`src/sust_pkg.sv`:
```
// Package for the sorted unique set table: sizes, codes, state encoding and
// the result record passed from the sequencer to the output stage.
// Depends on nothing; every other file but sust_ram imports it.
`timescale 1ns / 1ps
`default_nettype none

package sust_pkg;

  // Number of entries the store can hold.
  localparam int unsigned CAPACITY = 64;

  localparam int unsigned ValW   = 32;
  localparam int unsigned ActW   = 2;
  localparam int unsigned PosW   = 6;
  localparam int unsigned StatW  = 3;
  localparam int unsigned AddrW  = $clog2(CAPACITY);
  localparam int unsigned CntW   = $clog2(CAPACITY + 1);
  localparam int unsigned CmpW   = (CntW > PosW) ? CntW : PosW;

  typedef enum logic [ActW-1:0] {
    ACT_INSERT = 2'd0,
    ACT_ERASE  = 2'd1,
    ACT_READ   = 2'd2
  } action_e;

  typedef enum logic [StatW-1:0] {
    ST_INSERTED  = 3'd0,
    ST_DUPLICATE = 3'd1,
    ST_FULL      = 3'd2,
    ST_ERASED    = 3'd3,
    ST_BADPOS    = 3'd4,
    ST_READOK    = 3'd5
  } status_e;

  typedef enum logic [2:0] {
    S_IDLE,
    S_SCAN,
    S_SHIFT,
    S_ERASE,
    S_RDWAIT,
    S_RESP
  } state_e;

  typedef struct packed {
    status_e                status;
    logic signed [ValW-1:0] read_value;
    logic [CntW-1:0]        count;
  } sust_res_t;

endpackage

`default_nettype wire

```
`src/sust_in_if.sv`:
```
// Input channel of the sorted unique set table: valid/ready and one request.
// Depends on sust_pkg.
`timescale 1ns / 1ps
`default_nettype none

interface sust_in_if
  import sust_pkg::*;
();

  logic                   valid;
  logic                   ready;
  logic [ActW-1:0]        action;
  logic signed [ValW-1:0] value;
  logic [PosW-1:0]        position;

  modport source (output valid, output action, output value, output position, input ready);
  modport sink (input valid, input action, input value, input position, output ready);

endinterface

`default_nettype wire

```
`src/sust_out_if.sv`:
```
// Output channel of the sorted unique set table: valid/ready and one result.
// Depends on sust_pkg.
`timescale 1ns / 1ps
`default_nettype none

interface sust_out_if
  import sust_pkg::*;
();

  logic                   valid;
  logic                   ready;
  logic [StatW-1:0]       status;
  logic signed [ValW-1:0] read_value;
  logic [CntW-1:0]        count;

  modport source (output valid, output status, output read_value, output count, input ready);
  modport sink (input valid, input status, input read_value, input count, output ready);

endinterface

`default_nettype wire

```
`src/sorted_unique_set_table.sv`:
```
// Top level of the sorted unique set table: sequencer plus output register.
// Depends on sust_pkg, sust_in_if, sust_out_if, sust_ram and sust_seq.
//
//   Channel  Dir  Handshake      Payload
//   in_i     in   valid / ready  action, value, position
//   out_o    out  valid / ready  status, read_value, count
//
// One request is worked on at a time; the entry RAM (one write and one
// registered read per cycle) sets the pace, one entry moved or compared
// per cycle. A read or erase at a position not below the count, and an
// unused action, end in a bad position status. An insert of a new value
// into a store that is not full moves the entries from its slot up by one
// and then writes the value; an erase moves the entries above the erased
// one down by one.
// Reset clears the count and the control state; the RAM is not cleared,
// since no slot at or past the count is ever read. A result waits in the
// output register while the next request is already taken and worked on;
// the sequencer only stalls if a second result is ready before the first
// has been transferred.
`timescale 1ns / 1ps
`default_nettype none

module sorted_unique_set_table
  import sust_pkg::*;
(
  input  wire logic clk_i,
  input  wire logic rst_ni,
  sust_in_if.sink   in_i,
  sust_out_if.source out_o
);

  sust_res_t res;
  logic      res_valid;
  logic      res_ready;

  logic      ovalid_q;
  sust_res_t ores_q;

  sust_seq u_seq (
    .clk_i       (clk_i),
    .rst_ni      (rst_ni),
    .in_i        (in_i),
    .res_valid_o (res_valid),
    .res_o       (res),
    .res_ready_i (res_ready)
  );

  // The output register can take a new result when it is empty or when its
  // current result is transferred in the same cycle.
  assign res_ready = !ovalid_q || out_o.ready;

  always_ff @(posedge clk_i or negedge rst_ni) begin
    if (!rst_ni) begin
      ovalid_q <= 1'b0;
    end else if (res_valid && res_ready) begin
      ovalid_q <= 1'b1;
    end else if (out_o.ready) begin
      ovalid_q <= 1'b0;
    end
  end

  always_ff @(posedge clk_i) begin
    if (res_valid && res_ready) begin
      ores_q <= res;
    end
  end

  assign out_o.valid      = ovalid_q;
  assign out_o.status     = ores_q.status;
  assign out_o.read_value = ores_q.read_value;
  assign out_o.count      = ores_q.count;

endmodule

`default_nettype wire

```
`src/sust_ram.sv`:
```
// Generic simple dual-port RAM: one write port, one read port with a
// registered read. Standalone, no package needed.
`timescale 1ns / 1ps
`default_nettype none

module sust_ram #(
  parameter int unsigned Depth = 64,
  parameter int unsigned Width = 32
) (
  input  wire logic                     clk_i,
  input  wire logic                     we_i,
  input  wire logic [$clog2(Depth)-1:0] waddr_i,
  input  wire logic [Width-1:0]         wdata_i,
  input  wire logic                     re_i,
  input  wire logic [$clog2(Depth)-1:0] raddr_i,
  output logic [Width-1:0]              rdata_o
);

  logic [Width-1:0] mem_q [Depth];

  always_ff @(posedge clk_i) begin
    if (we_i) begin
      mem_q[waddr_i] <= wdata_i;
    end
  end

  always_ff @(posedge clk_i) begin
    if (re_i) begin
      rdata_o <= mem_q[raddr_i];
    end
  end

endmodule

`default_nettype wire

```
`src/sust_seq.sv`:
```
// Sequencer of the sorted unique set table: scans, shifts and reads the
// entry RAM one entry per cycle and builds one result per request.
// Depends on sust_pkg, sust_in_if and sust_ram.
`timescale 1ns / 1ps
`default_nettype none

module sust_seq
  import sust_pkg::*;
(
  input  wire logic  clk_i,
  input  wire logic  rst_ni,
  sust_in_if.sink    in_i,
  output logic       res_valid_o,
  output sust_res_t  res_o,
  input  wire logic  res_ready_i
);

  state_e                 state_q, state_d;
  logic signed [ValW-1:0] val_q;
  logic [CntW-1:0]        cnt_q, cnt_d;
  logic [CntW-1:0]        idx_q, idx_d;
  logic [CntW-1:0]        slot_q, slot_d;
  logic [AddrW-1:0]       tag_q, tag_d;
  logic                   pend_q, pend_d;
  status_e                rstat_q, rstat_d;
  logic signed [ValW-1:0] rval_q, rval_d;

  logic                   ram_we, ram_re;
  logic [AddrW-1:0]       ram_waddr, ram_raddr;
  logic [ValW-1:0]        ram_wdata, ram_rdata;
  logic signed [ValW-1:0] rd_s;
  logic [CmpW-1:0]        pos_ext, cnt_ext;
  logic                   accept;

  sust_ram #(
    .Depth (CAPACITY),
    .Width (ValW)
  ) u_ram (
    .clk_i   (clk_i),
    .we_i    (ram_we),
    .waddr_i (ram_waddr),
    .wdata_i (ram_wdata),
    .re_i    (ram_re),
    .raddr_i (ram_raddr),
    .rdata_o (ram_rdata)
  );

  assign rd_s    = $signed(ram_rdata);
  assign pos_ext = CmpW'(in_i.position);
  assign cnt_ext = CmpW'(cnt_q);
  assign accept  = in_i.valid && in_i.ready;

  assign res_o.status     = rstat_q;
  assign res_o.read_value = rval_q;
  assign res_o.count      = cnt_q;

  always_comb begin
    state_d     = state_q;
    cnt_d       = cnt_q;
    idx_d       = idx_q;
    slot_d      = slot_q;
    tag_d       = tag_q;
    pend_d      = 1'b0;
    rstat_d     = rstat_q;
    rval_d      = rval_q;
    ram_we      = 1'b0;
    ram_waddr   = '0;
    ram_wdata   = '0;
    ram_re      = 1'b0;
    ram_raddr   = '0;
    in_i.ready  = 1'b0;
    res_valid_o = 1'b0;

    unique case (state_q)
      S_IDLE: begin
        in_i.ready = 1'b1;
        if (in_i.valid) begin
          rval_d = '0;
          priority if (in_i.action == ACT_INSERT) begin
            idx_d   = '0;
            state_d = S_SCAN;
          end else if (in_i.action == ACT_ERASE && pos_ext < cnt_ext) begin
            idx_d   = CntW'(pos_ext + CmpW'(1));
            state_d = S_ERASE;
          end else if (in_i.action == ACT_READ && pos_ext < cnt_ext) begin
            ram_re    = 1'b1;
            ram_raddr = AddrW'(pos_ext);
            state_d   = S_RDWAIT;
          end else begin
            rstat_d = ST_BADPOS;
            state_d = S_RESP;
          end
        end
      end

      // Ascending scan for the first entry not below the new value.
      S_SCAN: begin
        if (pend_q && rd_s >= val_q) begin
          if (rd_s == val_q) begin
            rstat_d = ST_DUPLICATE;
            state_d = S_RESP;
          end else if (cnt_q == CntW'(CAPACITY)) begin
            rstat_d = ST_FULL;
            state_d = S_RESP;
          end else begin
            slot_d  = CntW'(tag_q);
            idx_d   = cnt_q;
            state_d = S_SHIFT;
          end
        end else if (!pend_q && idx_q == cnt_q) begin
          if (cnt_q == CntW'(CAPACITY)) begin
            rstat_d = ST_FULL;
            state_d = S_RESP;
          end else begin
            slot_d  = cnt_q;
            idx_d   = cnt_q;
            state_d = S_SHIFT;
          end
        end else if (idx_q < cnt_q) begin
          ram_re    = 1'b1;
          ram_raddr = AddrW'(idx_q);
          tag_d     = AddrW'(idx_q);
          idx_d     = idx_q + CntW'(1);
          pend_d    = 1'b1;
        end
      end

      // Move entries slot..count-1 up by one, top first, then place the value.
      S_SHIFT: begin
        if (pend_q) begin
          ram_we    = 1'b1;
          ram_waddr = tag_q + AddrW'(1);
          ram_wdata = ram_rdata;
        end
        if (idx_q > slot_q) begin
          ram_re    = 1'b1;
          ram_raddr = AddrW'(idx_q - CntW'(1));
          tag_d     = AddrW'(idx_q - CntW'(1));
          idx_d     = idx_q - CntW'(1);
          pend_d    = 1'b1;
        end else if (!pend_q) begin
          ram_we    = 1'b1;
          ram_waddr = AddrW'(slot_q);
          ram_wdata = val_q;
          cnt_d     = cnt_q + CntW'(1);
          rstat_d   = ST_INSERTED;
          state_d   = S_RESP;
        end
      end

      // Move entries above the erased one down by one, bottom first.
      S_ERASE: begin
        if (pend_q) begin
          ram_we    = 1'b1;
          ram_waddr = tag_q - AddrW'(1);
          ram_wdata = ram_rdata;
        end
        if (idx_q < cnt_q) begin
          ram_re    = 1'b1;
          ram_raddr = AddrW'(idx_q);
          tag_d     = AddrW'(idx_q);
          idx_d     = idx_q + CntW'(1);
          pend_d    = 1'b1;
        end else if (!pend_q) begin
          cnt_d   = cnt_q - CntW'(1);
          rstat_d = ST_ERASED;
          state_d = S_RESP;
        end
      end

      S_RDWAIT: begin
        rval_d  = rd_s;
        rstat_d = ST_READOK;
        state_d = S_RESP;
      end

      S_RESP: begin
        res_valid_o = 1'b1;
        if (res_ready_i) begin
          state_d = S_IDLE;
        end
      end

      default: begin
        state_d = S_IDLE;
      end
    endcase
  end

  always_ff @(posedge clk_i or negedge rst_ni) begin
    if (!rst_ni) begin
      state_q <= S_IDLE;
      cnt_q   <= '0;
      pend_q  <= 1'b0;
    end else begin
      state_q <= state_d;
      cnt_q   <= cnt_d;
      pend_q  <= pend_d;
    end
  end

  always_ff @(posedge clk_i) begin
    if (accept) begin
      val_q <= in_i.value;
    end
    idx_q   <= idx_d;
    slot_q  <= slot_d;
    tag_q   <= tag_d;
    rstat_q <= rstat_d;
    rval_q  <= rval_d;
  end

endmodule

`default_nettype wire
```
`src/flat_wrapper.sv`:
```
// flat-port wrapper written by rule: the top's interface ports become plain ports
module sorted_unique_set_table_flat import sust_pkg::*;
  (clk_i, rst_ni, in_i_valid, in_i_action, in_i_value, in_i_position, in_i_ready, out_o_valid, out_o_status, out_o_read_value, out_o_count, out_o_ready);
  sust_in_if in_i_i ();
  sust_out_if out_o_i ();
  input  wire logic clk_i;
  input  wire logic rst_ni;
  input wire logic [$bits(in_i_i.valid)-1:0] in_i_valid;
  input wire logic [$bits(in_i_i.action)-1:0] in_i_action;
  input wire logic [$bits(in_i_i.value)-1:0] in_i_value;
  input wire logic [$bits(in_i_i.position)-1:0] in_i_position;
  output wire logic [$bits(in_i_i.ready)-1:0] in_i_ready;
  output wire logic [$bits(out_o_i.valid)-1:0] out_o_valid;
  output wire logic [$bits(out_o_i.status)-1:0] out_o_status;
  output wire logic [$bits(out_o_i.read_value)-1:0] out_o_read_value;
  output wire logic [$bits(out_o_i.count)-1:0] out_o_count;
  input wire logic [$bits(out_o_i.ready)-1:0] out_o_ready;
  assign in_i_i.valid = in_i_valid;
  assign in_i_i.action = in_i_action;
  assign in_i_i.value = in_i_value;
  assign in_i_i.position = in_i_position;
  assign in_i_ready = in_i_i.ready;
  assign out_o_valid = out_o_i.valid;
  assign out_o_status = out_o_i.status;
  assign out_o_read_value = out_o_i.read_value;
  assign out_o_count = out_o_i.count;
  assign out_o_i.ready = out_o_ready;
  sorted_unique_set_table u_core (.clk_i(clk_i), .rst_ni(rst_ni), .in_i(in_i_i), .out_o(out_o_i));
endmodule
```
`config.mk`:
```
export PLATFORM = sky130hd
export DESIGN_NAME = sorted_unique_set_table_flat
export DESIGN_NICKNAME = d
export VERILOG_FILES = /design/src/sust_pkg.sv /design/src/sust_in_if.sv /design/src/sust_out_if.sv /design/src/sorted_unique_set_table.sv /design/src/sust_ram.sv /design/src/sust_seq.sv /design/src/flat_wrapper.sv
export SDC_FILE = /design/constraint.sdc
export NUM_CORES = 2
export LEC_CHECK = 0
export BUFFER_PORTS_ARGS = -buffer_cell sky130_fd_sc_hd__buf_2
export CAP_MARGIN = 40
export CORE_ASPECT_RATIO = 2
export CORE_MARGIN = 2
export CORE_UTILIZATION = 55
export DETAILED_ROUTE_END_ITERATION = 16
export PLACE_DENSITY_LB_ADDON = 0.25
export SETUP_SLACK_MARGIN = 0.1
export SYNTH_ARGS = -nofsm -noshare
export SYNTH_HDL_FRONTEND = slang
export SYNTH_SLANG_ARGS = --single-unit
```
`constraint.sdc`:
```
create_clock -name clk_i -period 11.3 [get_ports clk_i]
set_clock_uncertainty 0.05 [all_clocks]
set_input_delay 1.13 -clock clk_i [delete_from_list [all_inputs] [get_ports clk_i]]
set_output_delay 1.13 -clock clk_i [all_outputs]
set_load 0.02 [all_outputs]
```
# Word-level counts from Yosys, hierarchy flattened

Memories as Yosys holds them, arrays and structs flattened. A register that Yosys moved wholly into a read port is not among the register bits.
Index checks and enable logic that the tools add are counted.

$mul: 0
Bitwise operators: 1
Divide/modulo/power cells: 0
Mux-type cells: 91
Reductions and logical operators: 25
Order comparisons: 4
Equality and inequality tests: 26
Add/subtract/negate cells: 7
Shifts and indexed selects: 0

Operators with widths:

| operator                                          | count |
|---|---|
| two-way mux 32 bit                                | 4 |
| case mux 32 bit (2 select lines)                  | 2 |
| two-way mux 7 bit                                 | 18 |
| two-way mux 6 bit                                 | 16 |
| two-way mux 3 bit                                 | 23 |
| == test 32 bit                                    | 1 |
| >= comparator 32 bit                              | 1 |
| case mux 7 bit (4 select lines)                   | 1 |
| inequality test 2 bit (second input constant)     | 12 |
| case mux 6 bit (4 select lines)                   | 1 |
| two-way mux 1 bit                                 | 18 |
| case mux 3 bit (6 select lines)                   | 1 |
| case mux 6 bit (3 select lines)                   | 1 |
| case mux 3 bit (5 select lines)                   | 1 |
| AND reduction 5 bit                               | 3 |
| adder 7 x 1 -> 7 bit (second input constant)      | 2 |
| case mux 7 bit (2 select lines)                   | 1 |
| subtractor 7 x 1 -> 7 bit (second input constant) | 2 |
| case mux 6 bit (2 select lines)                   | 1 |
| AND reduction 10 bit                              | 1 |
| inequality test 3 bit (second input constant)     | 3 |
| AND reduction 4 bit                               | 2 |
| nonzero test 2 bit                                | 4 |
| adder 6 x 1 -> 7 bit (second input constant)      | 1 |
| other kinds (26)                                  | 34 |

Word-level logic and storage cells: 168
Bits in writable memories: 2048
Output and inout port bits: 44
ROM bits: 0
Latch bits: 0
Register bits: 141
Bits of input ports: 44
Memories: 1

Memories:

| name                     | words | width | read ports | clocked after Yosys merged registers in | write ports | RTL line       | source |
|---|---|---|---|---|---|---|---|
| u_core.u_seq.u_ram.mem_q | 64    | 32    | 1          | 1                                       | 1           | sust_ram.sv:19 | `logic [Width-1:0] mem_q [Depth];` |

# Depth between registers and ports, before layout

Depth after elaboration: 7
Mapped depth: 22
Depth with buffers taken out: 16

# Cells and area by module

A second synthesis with hierarchy kept.

Cell total of the unflattened synthesis: 4184
Area total of the unflattened synthesis: 87173.6 µm²

By module, submodules not included:

| module                  | area each (µm²) | instances | cells each | seq. area each (µm²) |
|---|---|---|---|---|
| sust_ram                | 79359.9         | 1         | 3511       | 62459.9 |
| sust_seq                | 6498.7          | 1         | 627        | 2887.8 |
| sorted_unique_set_table | 1315.0          | 1         | 46         | 1286.2 |

# Worst setup path before layout

Ideal clock, no wire load.

Path kind: register to register
Start point: register u_core.u_seq.idx_q[2]
End point: memory u_core.u_seq.u_ram.mem_q[24][0] (enable)
Period minus slack after synthesis: 4.576 ns
Arrival time: 4.105 ns
Setup time: 0.421 ns
Required time: 10.829 ns
Cell stages (with the launch flop): 12
Path buffers: 2
Slack: 6.724 ns
Cell sequence: edfxtp_1 > ha_1 > nor2b_1 > a221oi_1 > o211ai_1 > and2_1 > nor3_1 > clkbuf_1 > a21oi_1 > or3_1 > clkbuf_1 > nor2_1

Longest elaborated chain between the ends: 5
Elaborated cells between the ends (all ways): 7
Classes of those cells: 1 x order compare; 6 x mux

Ends and longest elaborated chain:

| item                                    | RTL line        | source |
|---|---|---|
| start: declaration                      | sust_seq.sv:21  | `logic [CntW-1:0] idx_q, idx_d;` |
| start signal: assignment                | sust_seq.sv:206 | `idx_q <= idx_d;` |
| > comparator 7 bit (*)                  | sust_seq.sv:135 | `if (idx_q > slot_q) begin` |
| two-way mux 1 bit                       | sust_seq.sv:135 |  |
| case mux 1 bit (2 select lines)         | sust_seq.sv:74  | `unique case (state_q)` |
| two-way mux 1 bit                       | sust_ram.sv:22  | `if (we_i) begin` |
| two-way mux 1 bit (implied by the code) | sust_ram.sv:23  | `mem_q[waddr_i] <= wdata_i;` |
| end: declaration                        | sust_ram.sv:19  |  |

Mark *: on every way between the ends. The rest lies on a longest branch, timed or not.

# Final worst setup path

Start point: register u_core.u_seq.idx_q[0]
End point: register u_core.u_seq.u_ram.rdata_o[20], read port of u_core.u_seq.u_ram.mem_q, data pin

Longest elaborated chain between the ends: 5
Elaborated cells between the ends (all ways): 15
Classes of those cells: 1 x add/sub; 2 x order compare; 1 x eq/ne; 10 x mux; 1 x reduce/logical

Ends and longest elaborated chain:

| item                                                                               | RTL line                                          | source |
|---|---|---|
| < comparator 7 bit or == test 7 bit (tied branches)                                | sust_seq.sv:119, sust_seq.sv:158, sust_seq.sv:110 |  |
| two-way mux 6 bit (tied with other cells)                                          | sust_seq.sv:119, sust_seq.sv:158                  |  |
| two-way mux 6 bit or two-way mux 1 bit (tied branches)                             | sust_seq.sv:110                                   | `end else if (!pend_q && idx_q == cnt_q) begin` |
| two-way mux 6 bit or two-way mux 1 bit (tied branches)                             | sust_seq.sv:98                                    | `if (pend_q && rd_s >= val_q) begin` |
| case mux 6 bit (4 select lines) or case mux 1 bit (4 select lines) (tied branches) | sust_seq.sv:74                                    |  |
| end: declaration                                                                   | sust_ram.sv:16                                    | `output logic [Width-1:0] rdata_o` |

Several ways; a longest one is shown, not always the timed one.
A chain may end at the register's enable or synchronous reset.

==> results.ini <==
[clock_network]
cts_setup_buffers=0
cts_resized=0
numCtsBuffers=186
htree_levels=4
cts.path.max_buffers=4
clock_latency_ns=0.85
holdBufCountCts=0
ctsRootBufferMaster=clkbuf_16
cts.sinks=2221
cts.clk_slew.worst_paths_ns=0.07
tritoncts=yes

[worst_setup_path]
crit_arrival_ns=7.80
crit_fanout=39
crit_chain=inv_1 > ha_1 > nor2b_1 > o211ai_1 > a32o_1 > buf_4 > ha_1 > inv_1 > a211oi_1 > and4_1 > a211oi_4 > and2_4 > buf_4 > mux2i_1 > a221o_1 > or3_1 > a32o_1 > a211oi_2 > buf_6
crit_path_end_kind=flop
startpoint=u_core.u_seq.idx_q[0]$_DFFE_PP_
timing.rr.start=u_core.u_seq.idx_q[0]$_DFFE_PP_
path_class=flop to flop
crit_required_ns=11.95
slowest_stage=or3_1
worst-r2r-setup-slack_ns=4.16
max_stage_delay_ns=0.74
start_kind=flop

[pwr]
power.density_nw_per_um2=292
vdd_ir_drop_max_uv=292
leakage_nw=33.9
total_power_mw=29.1

[place]
dp_hpwl_um=176000
post-place-cells=8409
gp_congestion=0.952
port_buffers=87

[route]
vias_per_cell=6.73
drc=0
drtIter0Drc=8751
dr.pass1.iters=8
vias=59140
wire_per_inst_um=34.2
route.antenna.remaining_nets=0
wl_um=301000

[floorplan]
dieArea_sq_um=166000
initial_utilization=0.554
die_h_um=575
fp-row-count=209
fp.dieW_um=289
pin_count=88
core_sq_um=162000

[synthesis]
syn_area_sq_um=89600
asyncSetResetFlopFracSynth=0.00540
synth_area_per_cell_sq_um=14.0
synth_seq_cells=2221
ys_types=85
syn_inst=6397
ys.warnings.count=0
ys_dominant_reg_cell=edfxtp_1
synth_fp_nets=6505
synth_edf_count=2209
synth-seq-area-share=0.744

[final_layout]
area_growth_pct=11.0
fin_nets=6602
drive_gt1_frac=0.112
nFillCells=11696
regArea_sq_um=66600
multi_input_area_sq_um=21600
stdcell_count=8787

[grt]
grt_use_met2=0.579
grt_antenna_before_repair=37
grt_pass1_vias=56695
busiest_layer=met2
grtUsageTotal=0.361
grt_pass1_wl_um=418000
grt_max_degree=161
overflow=0
grtUsageMet3=0.0778
met1_usage=0.396

[timing]
final.period_utilization=0.632
finalSetupViolations=0
hold_violations=0
clock.fmax_ghz=0.140
period_needed_ns=7.14
finalSetupTns_ns=0
rsz0062_at_grt=no
tightest_slew_ns=1.06
finalMaxSlewViolations=0
maxSlewHeadroom=0.285

[run]
max_cap_violations=0

[status]
outcome=finished clean

[min_path]
holdCritPathClass=input pin to async pin

==> power by group <==
part | switching [mW] | internal, mW
sequential | 0.275 | 9.99
combinational | 9.21 | 3.26
clock | 2.90 | 3.43
==> area by class of cell <==
class	count	share of cell area
Sequential cell	2221	0.670
Multi-Input combinational cell	3682	0.217
Clock buffer	227	0.0490
Tap cell	2110	0.0265
Timing Repair Buffer	330	0.0250
Clock inverter	100	0.00888
Inverter	73	0.00275
Antenna cell	44	0.00111
==> final timing paths <==
| kind | endpoint | depth (start not counted) |
|---|---|---|
| setup / recovery | u_core.u_seq.u_ram.rdata_o[20]$_DFFE_PP_ | 19 |
| hold / removal | u_core.out_o.valid$_DFFE_PN0P_ | 1 |
| setup reg to reg | u_core.u_seq.u_ram.rdata_o[20]$_DFFE_PP_ | 19 |
| hold reg to reg | u_core.out_o.read_value[24]$_DFFE_PP_ | 0 |
| max in group asynchronous | u_core.u_seq.cnt_ext[2]$_DFFE_PN0P_ | 1 |
| min in group clk_i | u_core.out_o.read_value[24]$_DFFE_PP_ | 0 |
==> cells by family (layout without fill, tap and decap cells) <==
kind of cell,after synthesis,in the layout,share of synthesized area
AND/OR/NAND/NOR,2431,2431,0.120
flip-flops,2221,2221,0.744
AO/OA/AOI/OAI,920,920,0.0731
buffers and inverters,494,730,0.0242
multiplexers,242,242,0.0277
adder cells (fa/ha/maj),64,64,0.00902
XOR/XNOR,25,25,0.00244
other,0,44,0
==> cell usage after synthesis (7+ instances only) <==
cell       instances  area share
mux2i_1          232       0.026
a22o_1            32      0.0031
a221oi_1          88      0.0086
xnor2_1           15      0.0015
nor3_1            14     0.00078
a211oi_1         120       0.010
a31oi_1          168       0.012
a211o_1            9     0.00088
xor2_1            10     0.00098
a21oi_1          104      0.0058
nor2_1           134      0.0056
nand2_1         1376       0.058
buf_4             21      0.0018
a221o_1           14      0.0016
nor2b_1            7     0.00049
o21ai_0           99      0.0055
a21o_1             8     0.00067
and3_1           166       0.012
o21a_1             8     0.00067
a32oi_1           40      0.0039
o22ai_1           20      0.0014
or3_1             12     0.00084
o221ai_1           7     0.00068
inv_1             71      0.0030
clkbuf_1         196      0.0082
o211ai_1          26      0.0022
dfrtp_1           12      0.0034
nand4_1           37      0.0026
ha_1              63      0.0088
a22oi_1           20      0.0017
and4_1            11      0.0011
edfxtp_1        2209        0.74
a311oi_1          48      0.0047
o21ai_1           25      0.0014
nand3_1          628       0.035
a2111oi_0          7     0.00068
and2_1            10     0.00070
buf_2            149      0.0083
buf_1             49      0.0021
o2111ai_1         31      0.0030
==> state kept, by name, indices dropped and copies added, names as in the netlist <==
name	cells
u_core.u_seq.slot_q	7
u_core.u_seq.rstat_q	3
u_core.u_seq.pend_q	1
u_core.out_o.read_value	32
u_core.out_o.status	3
u_core.u_seq.val_q	32
u_core.u_seq.cnt_ext	7
u_core.out_o.valid	1
u_core.u_seq.u_ram.mem_q	2048
u_core.out_o.count	7
u_core.u_seq.rval_q	32
u_core.u_seq.idx_q	7
u_core.u_seq.state_q	3
u_core.u_seq.u_ram.rdata_o	32
u_core.u_seq.tag_q	6
==> cells in the final DEF (no fill, tap or decap), types with 46 or more instances in the layout <==
master	count
nor2_1	64
o21ai_0	91
mux2i_1	232
a21oi_1	101
buf_4	215
nand3_1	628
clkbuf_16	189
edfxtp_1	2209
and3_1	166
a311oi_1	46
buf_2	92
a31oi_1	168
inv_1	71
nand2_1	1373
a211oi_1	118
ha_1	63
a221oi_1	86
nor2_4	68
==> worst max-delay path, delay by kind of cell (launching register included) <==
family                     cells  cell delay (ns)
DFF                            1             0.58
and+or+nand+nor                4             1.81
buffers and inverters          5             1.32
muxes                          1             0.18
adders and majority gates      2             0.43
AOI/OAI and AO/OA              7             2.49
==> stage by stage <==
stage	instance area, sq um	worst slack (ns)	utilization	hold WS (ns)
detailed placement	93600	4.21	0.578	0.355
finish	99500	4.16	0.615	0.189
global placement	93300	2.90	0.576	0.352
CTS	99300	4.37	0.614	0.152
global route	99500	4.15	0.615	0.189
floorplan	89600	6.72	-	0.350
==> per-layer routing <==
metal | routed length [um] | share of wire
met1 | 91300 | 0.30
met2 | 144000 | 0.48
met3 | 31200 | 0.10
met4 | 33600 | 0.11
met5 | 140 | 0.00047
No activity file was read; power rests on OpenSTA's default activity.
